### src/rtl/stmcd_pkg.sv
// Shared constants and types for the supply and temperature monitor core.
// Field widths, calibration constants, register indexes and opcodes.
// No dependencies; compile before the core.
`default_nettype none

package stmcd_pkg;

    // Field widths
    localparam int ADC_BITS  = 12;
    localparam int SAMPLE_W  = 12;
    localparam int OPCODE_W  = 2;
    localparam int CAL_W     = 12;
    localparam int PCT_W     = 7;
    localparam int MV_W      = 16;
    localparam int TEMP_W    = 12;
    localparam int CFG_IDX_W = 3;
    localparam int CFG_DAT_W = 12;

    // Datapath widths
    localparam int QUO_W   = 16;                // quotient bits built by the divider
    localparam int DEN_W   = 24;                // divisor and remainder
    localparam int NUM_W   = DEN_W + QUO_W;     // dividend magnitude
    localparam int PROD_W  = ADC_BITS + MV_W;   // sample times supply
    localparam int MV10_W  = 13;                // millivolts divided by ten
    localparam int CNT_W   = 4;                 // iteration counter

    // Calibration and scaling constants
    localparam int CAL_MV      = 3000;          // calibration supply in mV
    localparam int TEMP_MIN    = -1000;         // tenths of a degree
    localparam int TEMP_MAX    = 2000;
    localparam int TEMP_MID    = 300;           // 30.0 degrees at the low point
    localparam int OFFSET_K    = 900;           // TEMP_MID * CAL_MV / 1000
    localparam int SUPPLY_STEP = 33;            // mV per percent of 3.3 V
    localparam int TEMP_STEP   = 10;            // tenths per percent of 100 degrees
    localparam int DIV10_MUL   = 52429;         // ceil(2^19 / 10)
    localparam int DIV10_SHIFT = 19;

    // Register reset values
    localparam logic [CAL_W-1:0] CAL_VREF_RST       = 12'd1655;
    localparam logic [CAL_W-1:0] CAL_TEMP_LOW_RST   = 12'd1030;
    localparam logic [CAL_W-1:0] CAL_TEMP_HIGH_RST  = 12'd1370;
    localparam logic [PCT_W-1:0] MIN_PCT_SUPPLY_RST = 7'd1;
    localparam logic [PCT_W-1:0] MIN_PCT_TEMP_RST   = 7'd10;

    // Configuration register indexes
    typedef enum logic [CFG_IDX_W-1:0] {
        REG_CAL_VREF       = 3'd0,
        REG_CAL_TEMP_LOW   = 3'd1,
        REG_CAL_TEMP_HIGH  = 3'd2,
        REG_MIN_PCT_SUPPLY = 3'd3,
        REG_MIN_PCT_TEMP   = 3'd4
    } cfg_reg_t;

    // Input opcodes
    typedef enum logic [OPCODE_W-1:0] {
        OP_REFERENCE   = 2'd0,
        OP_TEMPERATURE = 2'd1,
        OP_RECORD      = 2'd2,
        OP_HOLD        = 2'd3
    } opcode_t;

endpackage

`default_nettype wire

### src/rtl/supply_temp_monitor_change_detect_core.sv
// Supply voltage and temperature monitor with change detection.
// Serial multiplier, shared 16-step restoring divider and sequencer.
// Depends on stmcd_pkg.
//
//  Channel   Direction  Handshake            Payload
//  s_        in         s_tvalid/s_tready    tdata: sample; tuser: opcode
//  m_        out        m_tvalid/m_tready    tdata: supply_mv, temp_tenths; tuser: flags
//  cfg_      in         cfg_valid/cfg_ready  cfg_index, cfg_data (always ready)
//
// One beat is worked on at a time. Reference beats run divider load, 16 divider steps,
// scale, commit and output; temperature beats run a 12-step serial multiply and two prep
// steps ahead of the same sequence; record and hold beats run commit and output only.
// A zero reference sample skips the divider and a flat calibration span skips the
// temperature math. The next beat is taken as soon as the result sits in the
// output register, even while m_tready is low; a stalled result holds the
// sequencer in its last step. aresetn is synchronous, active low, and restores the
// calibration defaults and clears the monitor state.
`default_nettype none

module supply_temp_monitor_change_detect_core (
    input  wire logic        aclk,
    input  wire logic        aresetn,
    // input beats
    input  wire logic        s_tvalid,
    output logic             s_tready,
    input  wire logic [15:0] s_tdata,   // [11:0] sample, [15:12] zero
    input  wire logic [1:0]  s_tuser,   // [1:0] opcode
    // result beats
    output logic             m_tvalid,
    input  wire logic        m_tready,
    output logic [31:0]      m_tdata,   // [15:0] supply_mv, [27:16] temp_tenths, [31:28] zero
    output logic [1:0]       m_tuser,   // [0] stable, [1] send_needed
    // configuration writes
    input  wire logic        cfg_valid,
    output logic             cfg_ready,
    input  wire logic [2:0]  cfg_index,
    input  wire logic [11:0] cfg_data
);

    localparam int ADC_BITS = stmcd_pkg::ADC_BITS;
    localparam int CAL_W    = stmcd_pkg::CAL_W;
    localparam int PCT_W    = stmcd_pkg::PCT_W;
    localparam int MV_W     = stmcd_pkg::MV_W;
    localparam int TEMP_W   = stmcd_pkg::TEMP_W;
    localparam int QUO_W    = stmcd_pkg::QUO_W;
    localparam int DEN_W    = stmcd_pkg::DEN_W;
    localparam int NUM_W    = stmcd_pkg::NUM_W;
    localparam int PROD_W   = stmcd_pkg::PROD_W;
    localparam int MV10_W   = stmcd_pkg::MV10_W;
    localparam int CNT_W    = stmcd_pkg::CNT_W;
    localparam int E_W      = PROD_W + 2;       // signed scaled numerator
    localparam int VTHR_W   = PCT_W + 6;        // percent times 33
    localparam int TTHR_W   = PCT_W + 4;        // percent times 10

    typedef enum logic [3:0] {
        ST_IDLE,
        ST_MUL,
        ST_PREP,
        ST_NSCL,
        ST_DINIT,
        ST_DIV,
        ST_SCALE,
        ST_COMMIT,
        ST_OUT
    } state_t;

    // Sequencer and datapath registers
    state_t                   state_reg;
    stmcd_pkg::opcode_t       op_reg;
    logic [ADC_BITS-1:0]      smp_reg;
    logic [CNT_W-1:0]         cnt_reg;
    logic [PROD_W-1:0]        prod_reg;
    logic [NUM_W-1:0]         num_reg;
    logic [DEN_W-1:0]         den_reg;
    logic [DEN_W-1:0]         rem_reg;
    logic [QUO_W-1:0]         quo_reg;
    logic                     ovf_reg;
    logic                     neg_reg;
    logic [MV_W-1:0]          mv_reg;
    logic [MV10_W-1:0]        mv10_reg;
    logic signed [TEMP_W-1:0] temp_reg;
    logic                     stable_reg;

    // Monitor state
    logic [MV_W-1:0]          last_reg;
    logic [MV10_W-1:0]        last10_reg;
    logic [MV_W-1:0]          acc_reg;
    logic signed [TEMP_W-1:0] cur_temp_reg;
    logic [MV_W-1:0]          sent_supply_reg;
    logic signed [TEMP_W-1:0] sent_temp_reg;

    // Configuration registers
    logic [CAL_W-1:0]         cal_vref_reg;
    logic [CAL_W-1:0]         cal_temp_low_reg;
    logic [CAL_W-1:0]         cal_temp_high_reg;
    logic [PCT_W-1:0]         min_pct_supply_reg;
    logic [PCT_W-1:0]         min_pct_temp_reg;

    // Output register
    logic                     m_tvalid_reg;
    logic [MV_W-1:0]          m_supply_reg;
    logic signed [TEMP_W-1:0] m_temp_reg;
    logic                     m_stable_reg;
    logic                     m_send_reg;

    // Input beat fields
    logic [ADC_BITS-1:0]      s_sample;
    stmcd_pkg::opcode_t       s_opcode;
    logic                     s_accept;
    logic                     out_free;

    assign s_sample = s_tdata[ADC_BITS-1:0];
    assign s_opcode = stmcd_pkg::opcode_t'(s_tuser);
    assign s_tready = (state_reg == ST_IDLE);
    assign s_accept = s_tvalid && s_tready;
    assign out_free = !m_tvalid_reg || m_tready;
    assign cfg_ready = 1'b1;

    // Reference numerator: calibration supply times factory reference reading
    logic [DEN_W-1:0] vref_num;
    assign vref_num = DEN_W'(cal_vref_reg) * DEN_W'(stmcd_pkg::CAL_MV);

    // Calibration span and its magnitude
    logic signed [CAL_W:0] span_s;
    logic [CAL_W-1:0]      span_mag;
    assign span_s   = $signed({1'b0, cal_temp_high_reg}) - $signed({1'b0, cal_temp_low_reg});
    assign span_mag = span_s[CAL_W] ? CAL_W'(-span_s) : CAL_W'(span_s);

    // Temperature numerator before the final scale by 1000
    logic [PROD_W-1:0]     low_mv;
    logic signed [PROD_W:0] diff_s;
    logic signed [E_W-1:0] span_k;
    logic signed [E_W-1:0] e_s;
    logic [PROD_W:0]       e_mag;
    assign low_mv = PROD_W'(cal_temp_low_reg) * PROD_W'(stmcd_pkg::CAL_MV);
    assign diff_s = $signed({1'b0, prod_reg}) - $signed({1'b0, low_mv});
    assign span_k = $signed(E_W'(span_s)) * $signed(E_W'(stmcd_pkg::OFFSET_K));
    assign e_s    = $signed(E_W'(diff_s)) + span_k;
    assign e_mag  = e_s[E_W-1] ? (PROD_W+1)'(-e_s) : (PROD_W+1)'(e_s);

    // Divider step: bring down one dividend bit, subtract when it fits
    logic [DEN_W:0] part;
    logic [DEN_W:0] trial;
    logic           take;
    assign part  = {rem_reg, num_reg[QUO_W-1]};
    assign trial = part - {1'b0, den_reg};
    assign take  = part >= {1'b0, den_reg};

    // Saturated supply reading and its tens digit group
    logic [MV_W-1:0] mv_w;
    logic [31:0]     mv10_prod;
    assign mv_w      = ovf_reg ? {MV_W{1'b1}} : quo_reg;
    assign mv10_prod = 32'(mv_w) * 32'(stmcd_pkg::DIV10_MUL);

    // Signed, saturated temperature from the quotient magnitude
    logic signed [TEMP_W-1:0] temp_w;
    always_comb begin
        if (neg_reg) begin
            if (ovf_reg || (quo_reg > QUO_W'(-stmcd_pkg::TEMP_MIN))) begin
                temp_w = TEMP_W'(stmcd_pkg::TEMP_MIN);
            end else begin
                temp_w = TEMP_W'(-$signed({1'b0, quo_reg}));
            end
        end else begin
            if (ovf_reg || (quo_reg > QUO_W'(stmcd_pkg::TEMP_MAX))) begin
                temp_w = TEMP_W'(stmcd_pkg::TEMP_MAX);
            end else begin
                temp_w = TEMP_W'(quo_reg);
            end
        end
    end

    // Change detection against the values last recorded as sent
    logic signed [MV_W:0]   dv_s;
    logic [MV_W-1:0]        dv_mag;
    logic signed [TEMP_W:0] dt_s;
    logic [TEMP_W-1:0]      dt_mag;
    logic [VTHR_W-1:0]      thr_v;
    logic [TTHR_W-1:0]      thr_t;
    logic                   send_w;
    assign dv_s   = $signed({1'b0, acc_reg}) - $signed({1'b0, sent_supply_reg});
    assign dv_mag = dv_s[MV_W] ? MV_W'(-dv_s) : MV_W'(dv_s);
    assign dt_s   = $signed({cur_temp_reg[TEMP_W-1], cur_temp_reg})
                  - $signed({sent_temp_reg[TEMP_W-1], sent_temp_reg});
    assign dt_mag = dt_s[TEMP_W] ? TEMP_W'(-dt_s) : TEMP_W'(dt_s);
    assign thr_v  = VTHR_W'(min_pct_supply_reg) * VTHR_W'(stmcd_pkg::SUPPLY_STEP);
    assign thr_t  = TTHR_W'(min_pct_temp_reg) * TTHR_W'(stmcd_pkg::TEMP_STEP);
    assign send_w = (dv_mag >= MV_W'(thr_v)) || (dt_mag >= TEMP_W'(thr_t));

    // Sequencer, datapath, monitor state and output register
    always_ff @(posedge aclk) begin
        if (!aresetn) begin
            state_reg          <= ST_IDLE;
            m_tvalid_reg       <= 1'b0;
            last_reg           <= '0;
            last10_reg         <= '0;
            acc_reg            <= '0;
            cur_temp_reg       <= '0;
            sent_supply_reg    <= '0;
            sent_temp_reg      <= '0;
            cal_vref_reg       <= stmcd_pkg::CAL_VREF_RST;
            cal_temp_low_reg   <= stmcd_pkg::CAL_TEMP_LOW_RST;
            cal_temp_high_reg  <= stmcd_pkg::CAL_TEMP_HIGH_RST;
            min_pct_supply_reg <= stmcd_pkg::MIN_PCT_SUPPLY_RST;
            min_pct_temp_reg   <= stmcd_pkg::MIN_PCT_TEMP_RST;
        end else begin
            // drop the result once taken, unless a new one replaces it now
            if (m_tvalid_reg && m_tready && (state_reg != ST_OUT)) begin
                m_tvalid_reg <= 1'b0;
            end

            // configuration writes
            if (cfg_valid && cfg_ready) begin
                case (stmcd_pkg::cfg_reg_t'(cfg_index))
                    stmcd_pkg::REG_CAL_VREF:       cal_vref_reg       <= cfg_data[CAL_W-1:0];
                    stmcd_pkg::REG_CAL_TEMP_LOW:   cal_temp_low_reg   <= cfg_data[CAL_W-1:0];
                    stmcd_pkg::REG_CAL_TEMP_HIGH:  cal_temp_high_reg  <= cfg_data[CAL_W-1:0];
                    stmcd_pkg::REG_MIN_PCT_SUPPLY: min_pct_supply_reg <= cfg_data[PCT_W-1:0];
                    stmcd_pkg::REG_MIN_PCT_TEMP:   min_pct_temp_reg   <= cfg_data[PCT_W-1:0];
                    default: ;
                endcase
            end

            case (state_reg)
                ST_IDLE: begin
                    if (s_accept) begin
                        op_reg  <= s_opcode;
                        smp_reg <= s_sample;
                        case (s_opcode)
                            stmcd_pkg::OP_REFERENCE: begin
                                if (s_sample == '0) begin
                                    // zero sample saturates the reading
                                    ovf_reg   <= 1'b1;
                                    state_reg <= ST_SCALE;
                                end else begin
                                    num_reg   <= NUM_W'(vref_num);
                                    den_reg   <= DEN_W'(s_sample);
                                    state_reg <= ST_DINIT;
                                end
                            end
                            stmcd_pkg::OP_TEMPERATURE: begin
                                if (span_s == '0) begin
                                    // flat calibration reads as the low point
                                    temp_reg  <= TEMP_W'(stmcd_pkg::TEMP_MID);
                                    state_reg <= ST_COMMIT;
                                end else begin
                                    prod_reg  <= '0;
                                    cnt_reg   <= '0;
                                    state_reg <= ST_MUL;
                                end
                            end
                            default: begin
                                state_reg <= ST_COMMIT;
                            end
                        endcase
                    end
                end

                // sample times accepted supply, one sample bit per cycle, MSB first
                ST_MUL: begin
                    prod_reg <= {prod_reg[PROD_W-2:0], 1'b0}
                              + (smp_reg[ADC_BITS-1] ? PROD_W'(acc_reg) : PROD_W'(0));
                    smp_reg  <= {smp_reg[ADC_BITS-2:0], 1'b0};
                    cnt_reg  <= cnt_reg + 1'b1;
                    if (cnt_reg == CNT_W'(ADC_BITS - 1)) begin
                        state_reg <= ST_PREP;
                    end
                end

                // offset, sign and divisor of the interpolation
                ST_PREP: begin
                    num_reg   <= NUM_W'(e_mag);
                    neg_reg   <= e_s[E_W-1] ^ span_s[CAL_W];
                    den_reg   <= DEN_W'(span_mag) * DEN_W'(stmcd_pkg::CAL_MV);
                    state_reg <= ST_NSCL;
                end

                // scale the numerator by 1000 as 1024 - 16 - 8
                ST_NSCL: begin
                    num_reg   <= (num_reg << 10) - (num_reg << 4) - (num_reg << 3);
                    state_reg <= ST_DINIT;
                end

                // catch quotients too wide for the divider, else load the remainder
                ST_DINIT: begin
                    cnt_reg <= '0;
                    quo_reg <= '0;
                    if (num_reg >= {den_reg, {QUO_W{1'b0}}}) begin
                        ovf_reg   <= 1'b1;
                        state_reg <= ST_SCALE;
                    end else begin
                        ovf_reg   <= 1'b0;
                        rem_reg   <= num_reg[NUM_W-1:QUO_W];
                        state_reg <= ST_DIV;
                    end
                end

                // one quotient bit per cycle
                ST_DIV: begin
                    rem_reg <= take ? trial[DEN_W-1:0] : part[DEN_W-1:0];
                    quo_reg <= {quo_reg[QUO_W-2:0], take};
                    num_reg <= {num_reg[NUM_W-2:0], 1'b0};
                    cnt_reg <= cnt_reg + 1'b1;
                    if (cnt_reg == CNT_W'(QUO_W - 1)) begin
                        state_reg <= ST_SCALE;
                    end
                end

                // saturate into millivolts or tenths of a degree
                ST_SCALE: begin
                    mv_reg    <= mv_w;
                    mv10_reg  <= mv10_prod[stmcd_pkg::DIV10_SHIFT +: MV10_W];
                    temp_reg  <= temp_w;
                    state_reg <= ST_COMMIT;
                end

                // update the monitor state
                ST_COMMIT: begin
                    stable_reg <= (op_reg == stmcd_pkg::OP_REFERENCE)
                               && (mv10_reg == last10_reg);
                    case (op_reg)
                        stmcd_pkg::OP_REFERENCE: begin
                            if (mv10_reg == last10_reg) begin
                                acc_reg <= last_reg;
                            end
                            last_reg   <= mv_reg;
                            last10_reg <= mv10_reg;
                        end
                        stmcd_pkg::OP_TEMPERATURE: begin
                            cur_temp_reg <= temp_reg;
                        end
                        stmcd_pkg::OP_RECORD: begin
                            sent_supply_reg <= acc_reg;
                            sent_temp_reg   <= cur_temp_reg;
                        end
                        default: ;
                    endcase
                    state_reg <= ST_OUT;
                end

                // hold until the output register is free, then load the result beat
                ST_OUT: begin
                    if (out_free) begin
                        m_tvalid_reg <= 1'b1;
                        m_supply_reg <= (op_reg == stmcd_pkg::OP_REFERENCE) ? mv_reg : acc_reg;
                        m_temp_reg   <= cur_temp_reg;
                        m_stable_reg <= stable_reg;
                        m_send_reg   <= send_w;
                        state_reg    <= ST_IDLE;
                    end
                end

                default: begin
                    state_reg <= ST_IDLE;
                end
            endcase
        end
    end

    assign m_tvalid = m_tvalid_reg;
    assign m_tdata  = {4'b0000, m_temp_reg, m_supply_reg};
    assign m_tuser  = {m_send_reg, m_stable_reg};

    // an accepted beat leaves the idle step at once
    a_busy_after_accept: assert property (@(posedge aclk) disable iff (!aresetn)
        s_tvalid && s_tready |=> !s_tready)
        else $error("input still ready after a beat was accepted");

    // restoring divider keeps its remainder below the divisor
    a_rem_below_den: assert property (@(posedge aclk) disable iff (!aresetn)
        (state_reg == ST_DIV) |-> (rem_reg < den_reg))
        else $error("divider remainder not below divisor");

    // a stable reading promotes the previous reading to the accepted supply
    a_stable_promotes: assert property (@(posedge aclk) disable iff (!aresetn)
        (state_reg == ST_COMMIT) && (op_reg == stmcd_pkg::OP_REFERENCE)
            && (mv10_reg == last10_reg)
        |=> (acc_reg == $past(last_reg)) && stable_reg)
        else $error("stable reading did not update the accepted supply");

    // current temperature stays inside the saturation range
    a_temp_range: assert property (@(posedge aclk) disable iff (!aresetn)
        (cur_temp_reg >= TEMP_W'(stmcd_pkg::TEMP_MIN))
            && (cur_temp_reg <= TEMP_W'(stmcd_pkg::TEMP_MAX)))
        else $error("temperature outside the saturation range");

endmodule

`default_nettype wire

### config.mk
export PLATFORM = sky130hd
export DESIGN_NAME = supply_temp_monitor_change_detect_core
export DESIGN_NICKNAME = d
export VERILOG_FILES = /design/src/rtl/stmcd_pkg.sv /design/src/rtl/supply_temp_monitor_change_detect_core.sv
export SDC_FILE = /design/constraint.sdc
export NUM_CORES = 2
export LEC_CHECK = 0
export BUFFER_PORTS_ARGS = -buffer_cell sky130_fd_sc_hd__buf_2
export CAP_MARGIN = 10
export CELL_PAD_IN_SITES_DETAIL_PLACEMENT = 0
export CELL_PAD_IN_SITES_GLOBAL_PLACEMENT = 2
export CORE_MARGIN = 8
export CORE_UTILIZATION = 42
export CTS_CLUSTER_DIAMETER = 60
export DETAILED_ROUTE_END_ITERATION = 8
export PLACE_DENSITY_LB_ADDON = 0.1
export REMOVE_ABC_BUFFERS = 1
export SLEW_MARGIN = 20
export SYNTH_ARGS = -nofsm -noshare
export SYNTH_HDL_FRONTEND = slang
export SYNTH_SLANG_ARGS = --single-unit
### constraint.sdc
create_clock -name aclk -period 11.8 [get_ports aclk]
set_input_delay 1.18 -clock aclk [delete_from_list [all_inputs] [get_ports aclk]]
set_output_delay 1.18 -clock aclk [all_outputs]
set_load 0.03 [all_outputs]
==> flow_summary.yaml <==
status:
  status: "complete, no violations"
clock_tree:
  cts.repair_timing.setup_buffer_count: 0
  cts_tree: "yes"
  ctsResizeCount: 0
  clk_pin_slew_worst_paths_ns: 0.06
  cts.htree.levels: 2
  cts_buffers: 55
  cts_hold_buf: 0
  clock_sinks: 364
  clk_latency_worst_skew_pair_ns: 0.65
  clock_tree.buffer_depth: 3
  cts_root_buf: "clkbuf_16"
critical_path:
  timing.critical_path.from_type: "register"
  regToRegStartpoint: "cal_temp_low_reg[1]"
  critical_path_peak_fanout: 16
  timing.critical_path.slowest_stage_cell: "fa_1"
  worst-endpoint-required_ns: 12.19
  crit-reg2reg-capture: "num_reg[12]"
  cp.arrival_ns: 10.98
  reg2reg_slack_ns: 1.22
  worstSetupEndpointType: "register"
  critical-path-max-stage-delay_ns: 0.57
  timing_worst_setup_path_type: "reg2reg"
  critPathMostFrequentCell: "o21ai_0"
  timing.reg2reg.worst_path_depth: 38
logic_synthesis:
  yosys_warnings: 0
  syn_inst: 4422
  post_synth_instance_area_um2: 40400
  syn-mean-instance-area_um2: 9.13
  synth-seq-cells: 364
  synth_async_reset_ratio: 0
  edff_count_synth: 224
  ys_dominant_reg_cell: "edfxtp_1"
  synth_sequential_area_ratio: 0.236
  post_synth_num_cell_types: 86
timing:
  period_minus_slack_ns: 10.58
  finClkSkew_ns: 0.0425
  grt_setup_unrepaired: "false"
  timing.final.setup_violations: 0
  fmax_mhz: 94.5
  tns_ns: 0
  report.final.hold_viol_count: 0
  worst-slew-pin-transition_ns: 1.01
  finalHoldWorstSlack_ns: 0.428
  final-max-slew-violation-count: 0
  timing.final.crit_share: 0.897
  worst_slew_margin_rel: 0.321
placement:
  dpl.cell_count: 5687
  io_buffer_count: 65
  globalplace.congestion: 0.851
  dp.final_hpwl_mm: 90.3
route:
  drt_iter0_drc: 1906
  route.detailed.wl_per_inst_um: 19.1
  viasPerCell: 5.27
  antenna_left: 0
  vias: 30531
  drtPass1Iterations: 6
  routed_wl_mm: 111
  drt_drc_violations_left: 0
cells_and_area:
  mostFrequentLayoutCells: "inv_1, ha_1, nand2_1, fa_1, edfxtp_1"
  drive_above_1_share: 0.0648
  largest_reg_flops: 40
  area_growth_syn_to_layout_pct: 9.47
  final_cell_count_no_fill: 5791
  layout.cells.most_common: "inv_1"
  design.final.nets: 5403
min_path:
  min-delay-path-class: "reg2reg"
  hold_path_startpoint: "stable_reg"
  min_path_cells: 0
  whs_endpoint: "m_stable_reg"
floorplan:
  row_count: 113
  fp.coreArea_um2: 95200
  die_area_um2: 106000
  chipHeight_um: 326
  die_x_um: 326
  ios: 75
  initial_core_util: 0.424
grt:
  total_global_route_track_usage: 0.206
  grt.met1_usage: 0.317
  grt_pass1_wl_mm: 176
  global_routing_usage_on_met2: 0.301
  grt_util_met3: 0.0340
  antenna_found_initial: 7
  vias_in_the_first_global_route: 30138
  grt-ovfl-total: 0
  grt_max_degree: 84
  grt.busiest_layer: "met1"
job:
  drv.max_cap_violation_count: 0
==> metal layers <==
metal,share of wire,up-vias
met3,0.051,107
met4,0.021,2
met5,0.00012,-
met1,0.52,14549
met2,0.41,521
li1,-,15352
==> stage by stage <==
step	cell area [um2]	utilization	setup slack (ns)
final	44200	0.465	1.22
after global routing	44200	0.465	0.0931
after CTS	44200	0.465	1.13
after detailed placement	42300	0.444	1.19
after global placement	42300	0.444	1.23
after floorplan	40000	-	3.04
==> worst max-delay path, delay by kind of cell (launching register included) <==
family | cells | cell delay [ns]
and+or+nand+nor | 8 | 2.16
adders and majority gates | 5 | 2.01
buffers and inverters | 4 | 0.60
xor gates and xnor gates | 1 | 0.16
DFF | 1 | 0.49
AOI/OAI and AO/OA | 20 | 4.89
==> kinds of logic after synthesis <==
group                      share of synthesized area
xor gates and xnor gates                      0.0603
other                                       0.000186
AOI/OAI and AO/OA                              0.147
and+or+nand+nor                                0.144
muxes                                         0.0150
buffers and inverters                         0.0694
DFF                                            0.236
adders and majority gates                      0.327
==> area by class of cell <==
cell class | count | area (um2)
fillers | 9323 | 50900
multi-input cells | 3322 | 28200
flip-flops and latches | 364 | 9530
inverters | 635 | 2380
well taps | 1265 | 1580
clock buffers | 66 | 1480
repair buffers | 101 | 598
clock inverters | 36 | 465
diodes | 2 | 5.00
==> cells in the mapped netlist, drive strengths merged (7+ instances only) <==
master   count  area (um2)
nand3b      12        90.1
nand2b      35         219
o21a        41         308
fa         285        5710
o21ai      146         731
a311oi      12         111
and3        48         300
and2        51         320
o211ai      53         403
o311ai       7        61.3
a21oi      207        1050
nor3b       11        82.6
nor4        15         121
o2111ai      9        78.8
a31oi       39         244
or2         32         200
or3         34         218
nand2      457        1720
a222oi      10         100
clkbuf      93         349
nor3        66         330
dfxtp      140        2800
a211oi      19         153
nor2       204         766
o21bai      32         240
ha         601        7520
a21o        99         743
buf         11        70.1
xor2       116        1020
o31ai       21         158
nand4       30         188
mux2        19         214
mux2i       39         390
a211o       11        96.3
a21boi     101         758
nor2b       61         382
nand3      120         601
o22ai       14        87.6
and4         7        62.6
or4          7        52.6
edfxtp     224        6730
inv        635        2380
xnor2      161        1410
==> how the worst max path moves through the flow <==
stage,startpoint,end,depth (start not counted)
final,cal_temp_low_reg[1],num_reg[12],38
after global routing,cal_temp_low_reg[1],num_reg[12],38
after CTS,cal_temp_low_reg[1],num_reg[12],38
after detailed placement,cal_temp_low_reg[1],num_reg[12],38
after global placement,cal_temp_low_reg[1],num_reg[12],38
after floorplan,cal_temp_low_reg[1],num_reg[12],37
Power is left out: the tool's default activity adds up to more than one toggle a clock period on the data nets, which glitch-free logic cannot reach.
